## config.mk

```make
export PLATFORM = sky130hd
export DESIGN_NAME = gesture_button_confidence_gate_core
export DESIGN_NICKNAME = d
export VERILOG_FILES = /design/src/gbcg_pkg.sv /design/src/gbcg_ctrl.sv /design/src/gbcg_datapath.sv /design/src/gesture_button_confidence_gate_core.sv
export SDC_FILE = /design/constraint.sdc
export NUM_CORES = 2
export LEC_CHECK = 0
export BUFFER_PORTS_ARGS = -buffer_cell sky130_fd_sc_hd__buf_4
export CORE_MARGIN = 4
export CORE_UTILIZATION = 59
export DETAILED_ROUTE_END_ITERATION = 10
export PLACE_DENSITY = 0.77
export SYNTH_ARGS = -nofsm -noshare
export SYNTH_HDL_FRONTEND = slang
export SYNTH_SLANG_ARGS = --single-unit
```

## constraint.sdc

```tcl
create_clock -name clk_i -period 15.4 [get_ports clk_i]
set_clock_uncertainty 0.05 [all_clocks]
set_input_delay 3.08 -clock clk_i [delete_from_list [all_inputs] [get_ports clk_i]]
set_output_delay 3.08 -clock clk_i [all_outputs]
set_load 0.01 [all_outputs]
```

## src/gbcg_pkg.sv

```systemverilog
`timescale 1ns / 1ps
// ----------------------------------------------------------------------------
// gbcg_pkg: shared types and constants
// Register map, command and status groups and the 2^(-k/16) table used by the
// gesture gate controller and datapath.
// ----------------------------------------------------------------------------
package gbcg_pkg;

  localparam int unsigned POS_W    = 24;
  localparam int unsigned VEL_W    = 25;
  localparam int unsigned ACC_W    = 26;
  localparam int unsigned SUM_W    = 52;
  localparam int unsigned MAG_W    = 26;
  localparam int unsigned MID_W    = 23;
  localparam int unsigned CONF_W   = 17;
  localparam int unsigned QUO_W    = 22;
  localparam int unsigned CNT_W    = 5;
  localparam int unsigned ROOT_STEPS = 26;
  localparam int unsigned DIV_STEPS  = 22;
  localparam int unsigned SQ_STEPS   = 3;

  localparam logic [CONF_W-1:0] ONE_Q16 = 17'd65536;

  localparam logic [22:0] MIDPOINT_RST = 23'd3277;
  localparam logic [16:0] WEIGHT_RST   = 17'd13107;
  localparam logic [16:0] UNBLOCK_RST  = 17'd39322;
  localparam logic [16:0] BLOCK_RST    = 17'd26214;
  localparam logic [15:0] TIMEOUT_RST  = 16'd500;

  typedef enum logic [2:0] {
    REG_MIDPOINT = 3'd0,
    REG_WEIGHT   = 3'd1,
    REG_UNBLOCK  = 3'd2,
    REG_BLOCK    = 3'd3,
    REG_TIMEOUT  = 3'd4
  } reg_idx_e;

  typedef enum logic [3:0] {
    ST_IDLE, ST_FIRST, ST_SQ, ST_RINIT, ST_ROOT, ST_DINIT, ST_DIV,
    ST_EXP, ST_MIX0, ST_MIX1, ST_UPD, ST_OUT
  } state_e;

  typedef enum logic [1:0] {
    MUL_SQ,
    MUL_KEEP,
    MUL_NEW
  } mul_sel_e;

  typedef struct packed {
    logic [22:0] accel_midpoint;
    logic [16:0] smoothing_weight;
    logic [16:0] unblock_level;
    logic [16:0] block_level;
    logic [15:0] grip_timeout_ms;
  } cfg_t;

  typedef struct packed {
    logic     load;
    logic     first;
    mul_sel_e mul_sel;
    logic [1:0] sq_idx;
    logic     acc_clr;
    logic     acc_en;
    logic     root_init;
    logic     root_step;
    logic     div_init;
    logic     div_step;
    logic     exp_en;
    logic     upd;
    logic     out_load;
  } cmd_t;

  typedef struct packed {
    logic pose;
    logic hist_valid;
    logic out_free;
  } status_t;

  function automatic logic [16:0] exp2_neg(input logic [4:0] k);
    logic [16:0] v;
    case (k)
      5'd0:    v = 17'd65536;
      5'd1:    v = 17'd62757;
      5'd2:    v = 17'd60097;
      5'd3:    v = 17'd57549;
      5'd4:    v = 17'd55109;
      5'd5:    v = 17'd52773;
      5'd6:    v = 17'd50535;
      5'd7:    v = 17'd48393;
      5'd8:    v = 17'd46341;
      5'd9:    v = 17'd44380;
      5'd10:   v = 17'd42495;
      5'd11:   v = 17'd40693;
      5'd12:   v = 17'd38968;
      5'd13:   v = 17'd37316;
      5'd14:   v = 17'd35734;
      5'd15:   v = 17'd34219;
      5'd16:   v = 17'd32768;
      default: v = 17'd0;
    endcase
    return v;
  endfunction

endpackage

```

## src/gbcg_ctrl.sv

```systemverilog
`timescale 1ns / 1ps
// ----------------------------------------------------------------------------
// gbcg_ctrl: sequencing controller
// Walks one frame through squaring, root, divide, exponent and smoothing.
// ----------------------------------------------------------------------------
module gbcg_ctrl import gbcg_pkg::*; (
  input  logic    clk_i,
  input  logic    rst_ni,
  input  logic    in_valid_i,
  output logic    in_ready_o,
  input  status_t status_i,
  output cmd_t    cmd_o
);

  state_e state_q, state_d;
  logic [CNT_W-1:0] cnt_q, cnt_d;

  always_ff @(posedge clk_i or negedge rst_ni) begin
    if (!rst_ni) begin
      state_q <= ST_IDLE;
      cnt_q   <= '0;
    end else begin
      state_q <= state_d;
      cnt_q   <= cnt_d;
    end
  end

  always_comb begin
    state_d    = state_q;
    cnt_d      = cnt_q;
    cmd_o      = '0;
    cmd_o.mul_sel = MUL_SQ;
    cmd_o.sq_idx  = cnt_q[1:0];
    in_ready_o = 1'b0;
    case (state_q)
      ST_IDLE: begin
        in_ready_o = 1'b1;
        if (in_valid_i) begin
          cmd_o.load = 1'b1;
          cnt_d = '0;
          state_d = ST_OUT;
        end
      end
      ST_OUT: begin
        // Picks the path from registered status after capture, FIRST and UPD.
        if (status_i.pose && !status_i.hist_valid) begin
          state_d = ST_FIRST;
        end else if (status_i.pose && cnt_q == '0) begin
          state_d = ST_SQ;
        end else if (status_i.out_free) begin
          cmd_o.out_load = 1'b1;
          state_d = ST_IDLE;
        end
      end
      ST_FIRST: begin
        cmd_o.first = 1'b1;
        cnt_d = CNT_W'(1);
        state_d = ST_OUT;
      end
      ST_SQ: begin
        cmd_o.acc_en  = 1'b1;
        cmd_o.acc_clr = (cnt_q == '0);
        if (cnt_q == CNT_W'(SQ_STEPS - 1)) begin
          cnt_d = '0;
          state_d = ST_RINIT;
        end else begin
          cnt_d = cnt_q + 1'b1;
        end
      end
      ST_RINIT: begin
        cmd_o.root_init = 1'b1;
        state_d = ST_ROOT;
      end
      ST_ROOT: begin
        cmd_o.root_step = 1'b1;
        if (cnt_q == CNT_W'(ROOT_STEPS - 1)) begin
          cnt_d = '0;
          state_d = ST_DINIT;
        end else begin
          cnt_d = cnt_q + 1'b1;
        end
      end
      ST_DINIT: begin
        cmd_o.div_init = 1'b1;
        state_d = ST_DIV;
      end
      ST_DIV: begin
        cmd_o.div_step = 1'b1;
        if (cnt_q == CNT_W'(DIV_STEPS - 1)) begin
          cnt_d = '0;
          state_d = ST_EXP;
        end else begin
          cnt_d = cnt_q + 1'b1;
        end
      end
      ST_EXP: begin
        cmd_o.exp_en = 1'b1;
        state_d = ST_MIX0;
      end
      ST_MIX0: begin
        cmd_o.mul_sel = MUL_KEEP;
        cmd_o.acc_en  = 1'b1;
        cmd_o.acc_clr = 1'b1;
        state_d = ST_MIX1;
      end
      ST_MIX1: begin
        cmd_o.mul_sel = MUL_NEW;
        cmd_o.acc_en  = 1'b1;
        state_d = ST_UPD;
      end
      ST_UPD: begin
        cmd_o.upd = 1'b1;
        cnt_d = CNT_W'(1);
        state_d = ST_OUT;
      end
      default: begin
        state_d = ST_IDLE;
      end
    endcase
  end

endmodule

```

## src/gbcg_datapath.sv

```systemverilog
`timescale 1ns / 1ps
// ----------------------------------------------------------------------------
// gbcg_datapath: motion confidence and gesture datapath
// Holds history, a shared multiplier, the root and divide units, the
// exponent stage, the gesture latches and the output word register.
// ----------------------------------------------------------------------------
module gbcg_datapath import gbcg_pkg::*; (
  input  logic          clk_i,
  input  logic          rst_ni,
  input  cfg_t          cfg_i,
  input  cmd_t          cmd_i,
  output status_t       status_o,
  input  logic          pose_i,
  input  logic [111:0]  data_i,
  output logic          out_valid_o,
  input  logic          out_ready_i,
  output logic [31:0]   out_data_o
);

  logic signed [POS_W-1:0] prev_pos_q [3];
  logic signed [VEL_W-1:0] prev_vel_q [3];
  logic signed [VEL_W-1:0] vel_q [3];
  logic signed [ACC_W-1:0] accl_q [3];
  logic signed [POS_W-1:0] cap_pos_q [3];
  logic                    hist_q;
  logic [CONF_W-1:0]       conf_q;
  logic                    blk_q;
  logic [31:0]             lft_q;
  logic [4:0]              held_q;

  logic        pose_q, fist_q, palm_q, trg_q;
  logic [2:0]  btn_q;
  logic [31:0] now_q;

  logic [SUM_W-1:0] sum_q;
  logic [SUM_W-1:0] rv_q, rres_q, rbit_q;
  logic             sat_q;
  logic [MID_W-1:0] rem_q;
  logic [QUO_W-1:0] dvd_q, quo_q;
  logic [CONF_W-1:0] inst_q;

  logic        out_valid_q;
  logic [31:0] out_data_q;

  logic signed [POS_W-1:0] pos_in [3];
  assign pos_in[0] = signed'(data_i[23:0]);
  assign pos_in[1] = signed'(data_i[47:24]);
  assign pos_in[2] = signed'(data_i[71:48]);

  // Shared multiplier.
  logic [16:0] w_sat;
  assign w_sat = (cfg_i.smoothing_weight > 17'(ONE_Q16)) ? ONE_Q16 : cfg_i.smoothing_weight;

  logic signed [ACC_W-1:0] ma, mb;
  logic signed [2*ACC_W-1:0] prod;
  always_comb begin
    case (cmd_i.mul_sel)
      MUL_KEEP: begin
        ma = signed'({9'd0, conf_q});
        mb = signed'({9'd0, 17'(ONE_Q16 - w_sat)});
      end
      MUL_NEW: begin
        ma = signed'({9'd0, inst_q});
        mb = signed'({9'd0, w_sat});
      end
      default: begin
        ma = accl_q[cmd_i.sq_idx];
        mb = accl_q[cmd_i.sq_idx];
      end
    endcase
  end
  assign prod = ma * mb;

  // Root step.
  logic [SUM_W:0] rtry;
  assign rtry = {1'b0, rres_q} + {1'b0, rbit_q};

  // Divide setup and step.
  logic [MID_W-1:0] mid;
  logic [MAG_W-1:0] mag;
  logic [MID_W:0]   dtry;
  assign mid  = (cfg_i.accel_midpoint == '0) ? MID_W'(1) : cfg_i.accel_midpoint;
  assign mag  = rres_q[MAG_W-1:0];
  assign dtry = {rem_q, dvd_q[QUO_W-1]};

  // Exponent stage.
  logic [16:0] t0, t1, ev;
  logic [11:0] drop;
  logic [23:0] dprod;
  logic [5:0]  ip;
  assign t0    = exp2_neg({1'b0, quo_q[15:12]});
  assign t1    = exp2_neg(5'({1'b0, quo_q[15:12]} + 5'd1));
  assign drop  = 12'(t0 - t1);
  assign dprod = drop * quo_q[11:0];
  assign ev    = t0 - 17'(12'((dprod + 24'd2048) >> 12));
  assign ip    = quo_q[21:16];

  // Smoothing result and hysteresis.
  logic [SUM_W-1:0] rnd;
  logic [CONF_W-1:0] conf_new;
  assign rnd      = (sum_q + SUM_W'(32768)) >> 16;
  assign conf_new = (rnd > SUM_W'(ONE_Q16)) ? ONE_Q16 : rnd[CONF_W-1:0];

  // Gesture latches.
  logic [31:0] lft_n, elapsed;
  logic        tmo, grip, trig;
  logic [4:0]  nh;
  always_comb begin
    lft_n   = fist_q ? now_q : lft_q;
    elapsed = now_q - lft_n;
    tmo     = elapsed > {16'd0, cfg_i.grip_timeout_ms};
    grip    = held_q[0];
    trig    = held_q[1];
    if (blk_q) begin
      if (grip && tmo) grip = 1'b0;
    end else if (fist_q) begin
      grip = 1'b1;
    end else if (palm_q) begin
      grip = 1'b0;
      trig = 1'b0;
    end else if (grip && tmo) begin
      grip = 1'b0;
    end
    if (!blk_q && trg_q) trig = 1'b1;
    else if (palm_q || fist_q) trig = 1'b0;
    nh = {btn_q & {3{!blk_q}}, trig, grip};
  end

  always_ff @(posedge clk_i or negedge rst_ni) begin
    if (!rst_ni) begin
      for (int i = 0; i < 3; i++) begin
        prev_pos_q[i] <= '0;
        prev_vel_q[i] <= '0;
      end
      hist_q      <= 1'b0;
      conf_q      <= ONE_Q16;
      blk_q       <= 1'b0;
      lft_q       <= '0;
      held_q      <= '0;
      out_valid_q <= 1'b0;
    end else begin
      if (cmd_i.first) begin
        for (int i = 0; i < 3; i++) begin
          prev_pos_q[i] <= cap_pos_q[i];
          prev_vel_q[i] <= '0;
        end
        hist_q <= 1'b1;
      end
      if (cmd_i.upd) begin
        conf_q <= conf_new;
        if (blk_q) begin
          if (conf_new > cfg_i.unblock_level) blk_q <= 1'b0;
        end else if (conf_new < cfg_i.block_level) begin
          blk_q <= 1'b1;
        end
        for (int i = 0; i < 3; i++) begin
          prev_pos_q[i] <= cap_pos_q[i];
          prev_vel_q[i] <= vel_q[i];
        end
      end
      if (cmd_i.out_load) begin
        lft_q       <= lft_n;
        held_q      <= nh;
        out_valid_q <= 1'b1;
      end else if (out_ready_i) begin
        out_valid_q <= 1'b0;
      end
    end
  end

  always_ff @(posedge clk_i) begin
    if (cmd_i.load) begin
      pose_q <= pose_i;
      fist_q <= data_i[72];
      palm_q <= data_i[73];
      trg_q  <= data_i[74];
      btn_q  <= data_i[77:75];
      now_q  <= data_i[109:78];
      for (int i = 0; i < 3; i++) begin
        cap_pos_q[i] <= pos_in[i];
        vel_q[i]  <= VEL_W'(pos_in[i]) - VEL_W'(prev_pos_q[i]);
        accl_q[i] <= ACC_W'(VEL_W'(pos_in[i]) - VEL_W'(prev_pos_q[i]))
                     - ACC_W'(prev_vel_q[i]);
      end
    end
    if (cmd_i.acc_en) begin
      sum_q <= (cmd_i.acc_clr ? '0 : sum_q) + SUM_W'(unsigned'(prod));
    end
    if (cmd_i.root_init) begin
      rv_q   <= sum_q;
      rres_q <= '0;
      rbit_q <= SUM_W'(1) << (2 * (ROOT_STEPS - 1));
    end else if (cmd_i.root_step) begin
      if ({1'b0, rv_q} >= rtry) begin
        rv_q   <= rv_q - rtry[SUM_W-1:0];
        rres_q <= (rres_q >> 1) + rbit_q;
      end else begin
        rres_q <= rres_q >> 1;
      end
      rbit_q <= rbit_q >> 2;
    end
    if (cmd_i.div_init) begin
      sat_q <= {3'd0, mag} >= {mid, 6'd0};
      rem_q <= MID_W'(mag >> 6);
      dvd_q <= {mag[5:0], 16'd0};
      quo_q <= '0;
    end else if (cmd_i.div_step) begin
      if (dtry >= {1'b0, mid}) begin
        rem_q <= MID_W'(dtry - {1'b0, mid});
        quo_q <= {quo_q[QUO_W-2:0], 1'b1};
      end else begin
        rem_q <= dtry[MID_W-1:0];
        quo_q <= {quo_q[QUO_W-2:0], 1'b0};
      end
      dvd_q <= {dvd_q[QUO_W-2:0], 1'b0};
    end
    if (cmd_i.exp_en) begin
      inst_q <= (sat_q || ip >= 6'd17) ? '0 : (ev >> ip);
    end
    if (cmd_i.out_load) begin
      out_data_q <= {3'd0, conf_q, blk_q, held_q[1] & !nh[1], nh & ~held_q, nh};
    end
  end

  assign status_o.pose       = pose_q;
  assign status_o.hist_valid = hist_q;
  assign status_o.out_free   = !out_valid_q || out_ready_i;
  assign out_valid_o         = out_valid_q;
  assign out_data_o          = out_data_q;

endmodule

```

## src/gesture_button_confidence_gate_core.sv

```systemverilog
`timescale 1ns / 1ps
// ----------------------------------------------------------------------------
// gesture_button_confidence_gate_core: tracking confidence and button gate
// Turns hand tracking frames into held, press and release button masks,
// gated by a smoothed confidence derived from hand acceleration.
// ----------------------------------------------------------------------------
// Usage:
//   One input word per tracking frame arrives on the s_axis channel; tuser
//   says whether the word carries a hand position. One result word per frame
//   leaves on the m_axis channel. Registers are written over the APB port;
//   the user writes them only while no frame is in flight; the block does not enforce it.
//   Sequence: a frame without a position is loaded into the output register
//   from the output state after acceptance; the first position after reset
//   passes the first-pose step first. A frame with a position runs three
//   squares on the shared multiplier, 26 root steps, 22 divide steps, the
//   exponent stage and the smoothing steps before its result is loaded.
//   The next frame is accepted once the controller returns to idle, so a
//   frame is not taken before the previous one is through; the bit-serial
//   root and divide units set most of the time each frame takes.
//   A finished result sits in the output register; a new frame is taken
//   while it waits, and that frame only holds before loading its own result
//   until the receiver takes the earlier one.
//   Reset clears history, gesture latches and the block flag, sets the
//   confidence to 1.0 and loads the register defaults.
// ----------------------------------------------------------------------------
module gesture_button_confidence_gate_core import gbcg_pkg::*; (
  input  logic         clk_i,
  input  logic         rst_ni,
  input  logic         s_axis_tvalid,
  output logic         s_axis_tready,
  // tdata, low bit up: pos_x[24], pos_y[24], pos_z[24], closed_fist,
  // open_palm, trigger_in, button_a_in, button_b_in, button_c_in,
  // time_ms[32], two zero bits.
  input  logic [111:0] s_axis_tdata,
  // tuser: pose_present.
  input  logic         s_axis_tuser,
  output logic         m_axis_tvalid,
  input  logic         m_axis_tready,
  // tdata, low bit up: held_mask[5], press_mask[5], trigger_release,
  // gestures_blocked, confidence_level[17], three zero bits.
  output logic [31:0]  m_axis_tdata,
  input  logic         psel,
  input  logic         penable,
  input  logic         pwrite,
  input  logic [4:0]   paddr,
  input  logic [31:0]  pwdata,
  output logic [31:0]  prdata,
  output logic         pready
);

  cfg_t    cfg_q;
  cmd_t    cmd;
  status_t status;
  logic    cfg_wr;

  assign pready = 1'b1;
  assign cfg_wr = psel && penable && pwrite;

  // Register file; writes to unused addresses fall through.
  always_ff @(posedge clk_i or negedge rst_ni) begin
    if (!rst_ni) begin
      cfg_q.accel_midpoint   <= MIDPOINT_RST;
      cfg_q.smoothing_weight <= WEIGHT_RST;
      cfg_q.unblock_level    <= UNBLOCK_RST;
      cfg_q.block_level      <= BLOCK_RST;
      cfg_q.grip_timeout_ms  <= TIMEOUT_RST;
    end else if (cfg_wr) begin
      case (paddr[4:2])
        REG_MIDPOINT: cfg_q.accel_midpoint   <= pwdata[22:0];
        REG_WEIGHT:   cfg_q.smoothing_weight <= pwdata[16:0];
        REG_UNBLOCK:  cfg_q.unblock_level    <= pwdata[16:0];
        REG_BLOCK:    cfg_q.block_level      <= pwdata[16:0];
        REG_TIMEOUT:  cfg_q.grip_timeout_ms  <= pwdata[15:0];
        default: begin
        end
      endcase
    end
  end

  always_comb begin
    case (paddr[4:2])
      REG_MIDPOINT: prdata = {9'd0, cfg_q.accel_midpoint};
      REG_WEIGHT:   prdata = {15'd0, cfg_q.smoothing_weight};
      REG_UNBLOCK:  prdata = {15'd0, cfg_q.unblock_level};
      REG_BLOCK:    prdata = {15'd0, cfg_q.block_level};
      REG_TIMEOUT:  prdata = {16'd0, cfg_q.grip_timeout_ms};
      default:      prdata = '0;
    endcase
  end

  gbcg_ctrl u_ctrl (
    .clk_i      (clk_i),
    .rst_ni     (rst_ni),
    .in_valid_i (s_axis_tvalid),
    .in_ready_o (s_axis_tready),
    .status_i   (status),
    .cmd_o      (cmd)
  );

  gbcg_datapath u_datapath (
    .clk_i       (clk_i),
    .rst_ni      (rst_ni),
    .cfg_i       (cfg_q),
    .cmd_i       (cmd),
    .status_o    (status),
    .pose_i      (s_axis_tuser),
    .data_i      (s_axis_tdata),
    .out_valid_o (m_axis_tvalid),
    .out_ready_i (m_axis_tready),
    .out_data_o  (m_axis_tdata)
  );

endmodule

```

==> results.ini <==
[critical_path]
crit_start=u_datapath.quo_q[12]
cp-end-kind=register
worstSetupPathDepth=46
r2r_start=u_datapath.quo_q[12]
critPathLaunchType=register
cp_slowest_stage_delay_ns=1.05
critPathKind=reg -> reg
worst_ep_required_time_ns=15.90
cp_max_fo=16
rr_worst_depth=46
critPathCapture=u_datapath.inst_q[5]
r2r-end=u_datapath.inst_q[5]
path_delay_family=compound AO/OA/AOI/OAI gates
crit_buf_inv=4
cp_data_arrival_time_ns=13.92
rrSetupSlack_ns=1.97
cp_slowest_cell=xnor2_1

[clock_network]
postCtsSetupRepairBufs=0
cts-buffers-inserted=98
cts.sinks=864
clk_pin_slew_ns=0.06
root_buffer=clkbuf_16
post_cts_resized=0
h-tree-depth=3
cts_buffer_depth=3
cts_tree=yes
clock_latency_ns=0.75
hold_buffers=0

[synthesis]
avgSynthCellArea_um2=9.342
ys.flop_type=edfxtp_1
synthDistinctLibCells=99
synthesis.area_um2=85430
ys.warnings.count=0
synth_top_family_by_area=adder cells
synth_compound_area_share_pct=12.95
synth-xor-area-share_pct=4.408
syn_inst=9145
synth_edf_count=441
yosysSeqAreaShare_pct=27.24
synth_fa_ha_area_share_pct=32.50
synth-simple-area-share_pct=13.22
synthMuxAreaShare_pct=1.889
synth-seq-cells=864
async_flop_share_pct=35.07

[sta]
tightestPinTransition_ns=1.384
setup_viol=0
fin_setup_tns_ns=0
fmaxAchievable_mhz=74.48
fin_crit_sh_pct=87.19
finalCriticalPeriod_ns=13.43
slew_violations=0
hold_viol=0
maxSlewHeadroom_pct=7.053
rsz0062_at_grt=no

[cells_and_area]
drive_gt1_share_pct=6.925
layout.cells.non_filler=11160
area_growth_pct=7.707
nets=10950

[grt]
grt_pass1_wl_mm=364.8
grt_pass1_vias=67470
grt_remaining_overflow=0
antenna_found_initial=17
grt_max_degree=128
track_usage_pct=30.44

[drt]
avgRoutedWirePerCell_um=20.54
via_count=66070
via_per_inst=5.921
drtIter0Drc=5165
totalWireLength_mm=229.2
first_pass_iters=7
postRouteAntennaNets=0
drc=0

[die]
io_pins=224
die_h_um=388.5
core_um2=143700
die_x_um=388.5
rows=139
start_util_pct=59.47
dieArea_um2=151000

[placed_design]
place_inst=10960
detailed_place_hpwl_mm=176.7
io_buffer_count=197
routabilityCongestion=0.9844

[min_path]
hp-class=reg -> reg

[run_status]
outcome=completed

[run]
drv_cap=0

[cells in the final DEF, fill, tap and decap left out, drive strengths merged, types with 20 or more instances in the layout]
cell    netlist  layout
a211oi       51      51
a21boi       20      20
a21o        142     142
a21oi       473     473
a221o        24      24
a221oi       26      26
a22oi        40      40
a31oi        67      67
and2        125     125
and3         57      57
buf          85     283
clkbuf      297     144
clkinv        4      26
dfrtp       265     265
dfstp        38      38
dfxtp       120     120
edfxtp      441     441
fa          966     966
ha          673     673
inv        1351    1359
mux2         70      70
mux2i        78      78
nand2      1323    1323
nand2b       93      93
nand3       105     105
nand4        57      57
nor2        445     445
nor2b        98      98
nor3        108     108
nor4         24      24
o211ai       30      30
o21a         54      54
o21ai       585     585
o21bai       57      57
o22ai        27      27
o31ai        38      38
or3          24      24
xnor2       269     269
xor2        161     161
[routing by layer]
metal	GRT usage (%)	wire, um	up-vias
met5	0	27	-
li1	-	-	30220
met4	14.28	12090	4
met2	49.56	107600	2700
met3	6.741	19990	612
met1	38.93	89560	32530
[synth_stat cells (161+ instances only)]
cell      instances  share of area, %
nand2_1        1323               5.8
nor2_1          445               2.0
edfxtp_1        441                16
ha_1            673               9.9
xor2_1          161               1.7
o21ai_0         563               3.3
fa_1            966                23
dfrtp_1         265               7.8
a21oi_1         473               2.8
clkbuf_1        297               1.3
xnor2_1         269               2.8
inv_1          1349               5.9
[cell type report]
type,instances,area [um2]
Inverter,1355,5086
Clock inverter,41,462.9
Fill cell,11470,51640
Timing Repair Buffer,283,2145
Antenna cell,14,35.03
Sequential cell,864,23270
Clock buffer,144,2920
Multi-Input combinational cell,6555,55710
Tap cell,1903,2381
[through the flow]
stage,instance area [um2],utilization [%],setup WS [ns],hold WS [ns]
after global routing,92000,64.04,0.9109,0.4105
after global placement,88600,61.67,2.443,0.3779
final,92010,64.05,1.973,0.3994
after CTS,91980,64.03,2.162,0.4016
after floorplan,85470,-,4.059,0.3760
after detailed placement,88600,61.67,2.228,0.3863
[worst register-to-register path, delay by kind of cell, from the launching register on]
kind            cells  cell delay, ns
compound gates     21            4.65
fa+ha+maj           8            3.18
xor+xnor            3            2.17
simple gates        9            2.10
flops               1            0.71
buf+inv             4            0.24
mux                 1            0.15
[worst min path at each step]
stage                                           start                   endpoint  depth (start not counted)
after global placement        u_datapath.vel_q[0][52]   u_datapath.prev_vel_q[2]                          2
after detailed placement  u_datapath.cap_pos_q[0][20]  u_datapath.prev_pos_q[68]                          2
final                         u_datapath.vel_q[0][58]   u_datapath.prev_vel_q[8]                          2
after floorplan           u_datapath.cap_pos_q[0][48]   u_datapath.prev_pos_q[0]                          2
after global routing          u_datapath.vel_q[0][37]  u_datapath.prev_vel_q[37]                          2
after CTS                 u_datapath.cap_pos_q[0][20]  u_datapath.prev_pos_q[68]                          2
[sequential cells by signal, summed over array words and instances (netlist names), 17 cells and up]
signal,cells
cfg_q,90
u_datapath.accl_q,78
u_datapath.prev_vel_q,75
u_datapath.vel_q,75
u_datapath.cap_pos_q,72
u_datapath.prev_pos_q,72
u_datapath.rres_q,52
u_datapath.rv_q,52
u_datapath.sum_q,52
u_datapath.lft_q,32
u_datapath.now_q,32
u_datapath.out_data_o,29
u_datapath.rbit_q,26
u_datapath.rem_q,23
u_datapath.quo_q,22
u_datapath.conf_q,17
u_datapath.inst_q,17
u_datapath.t0,17
[logic make-up after synthesis]
kind of cell / count (synthesis)
and+or+nand+nor: 2529
AOI/OAI and AO/OA: 1793
buffers and inverters: 1737
adders and majority gates: 1640
DFF: 864
xor gates and xnor gates: 430
muxes: 150
other: 2
Power is not shown: default switching activity piles up to over one toggle a cycle in this logic, so the estimate is an artifact.
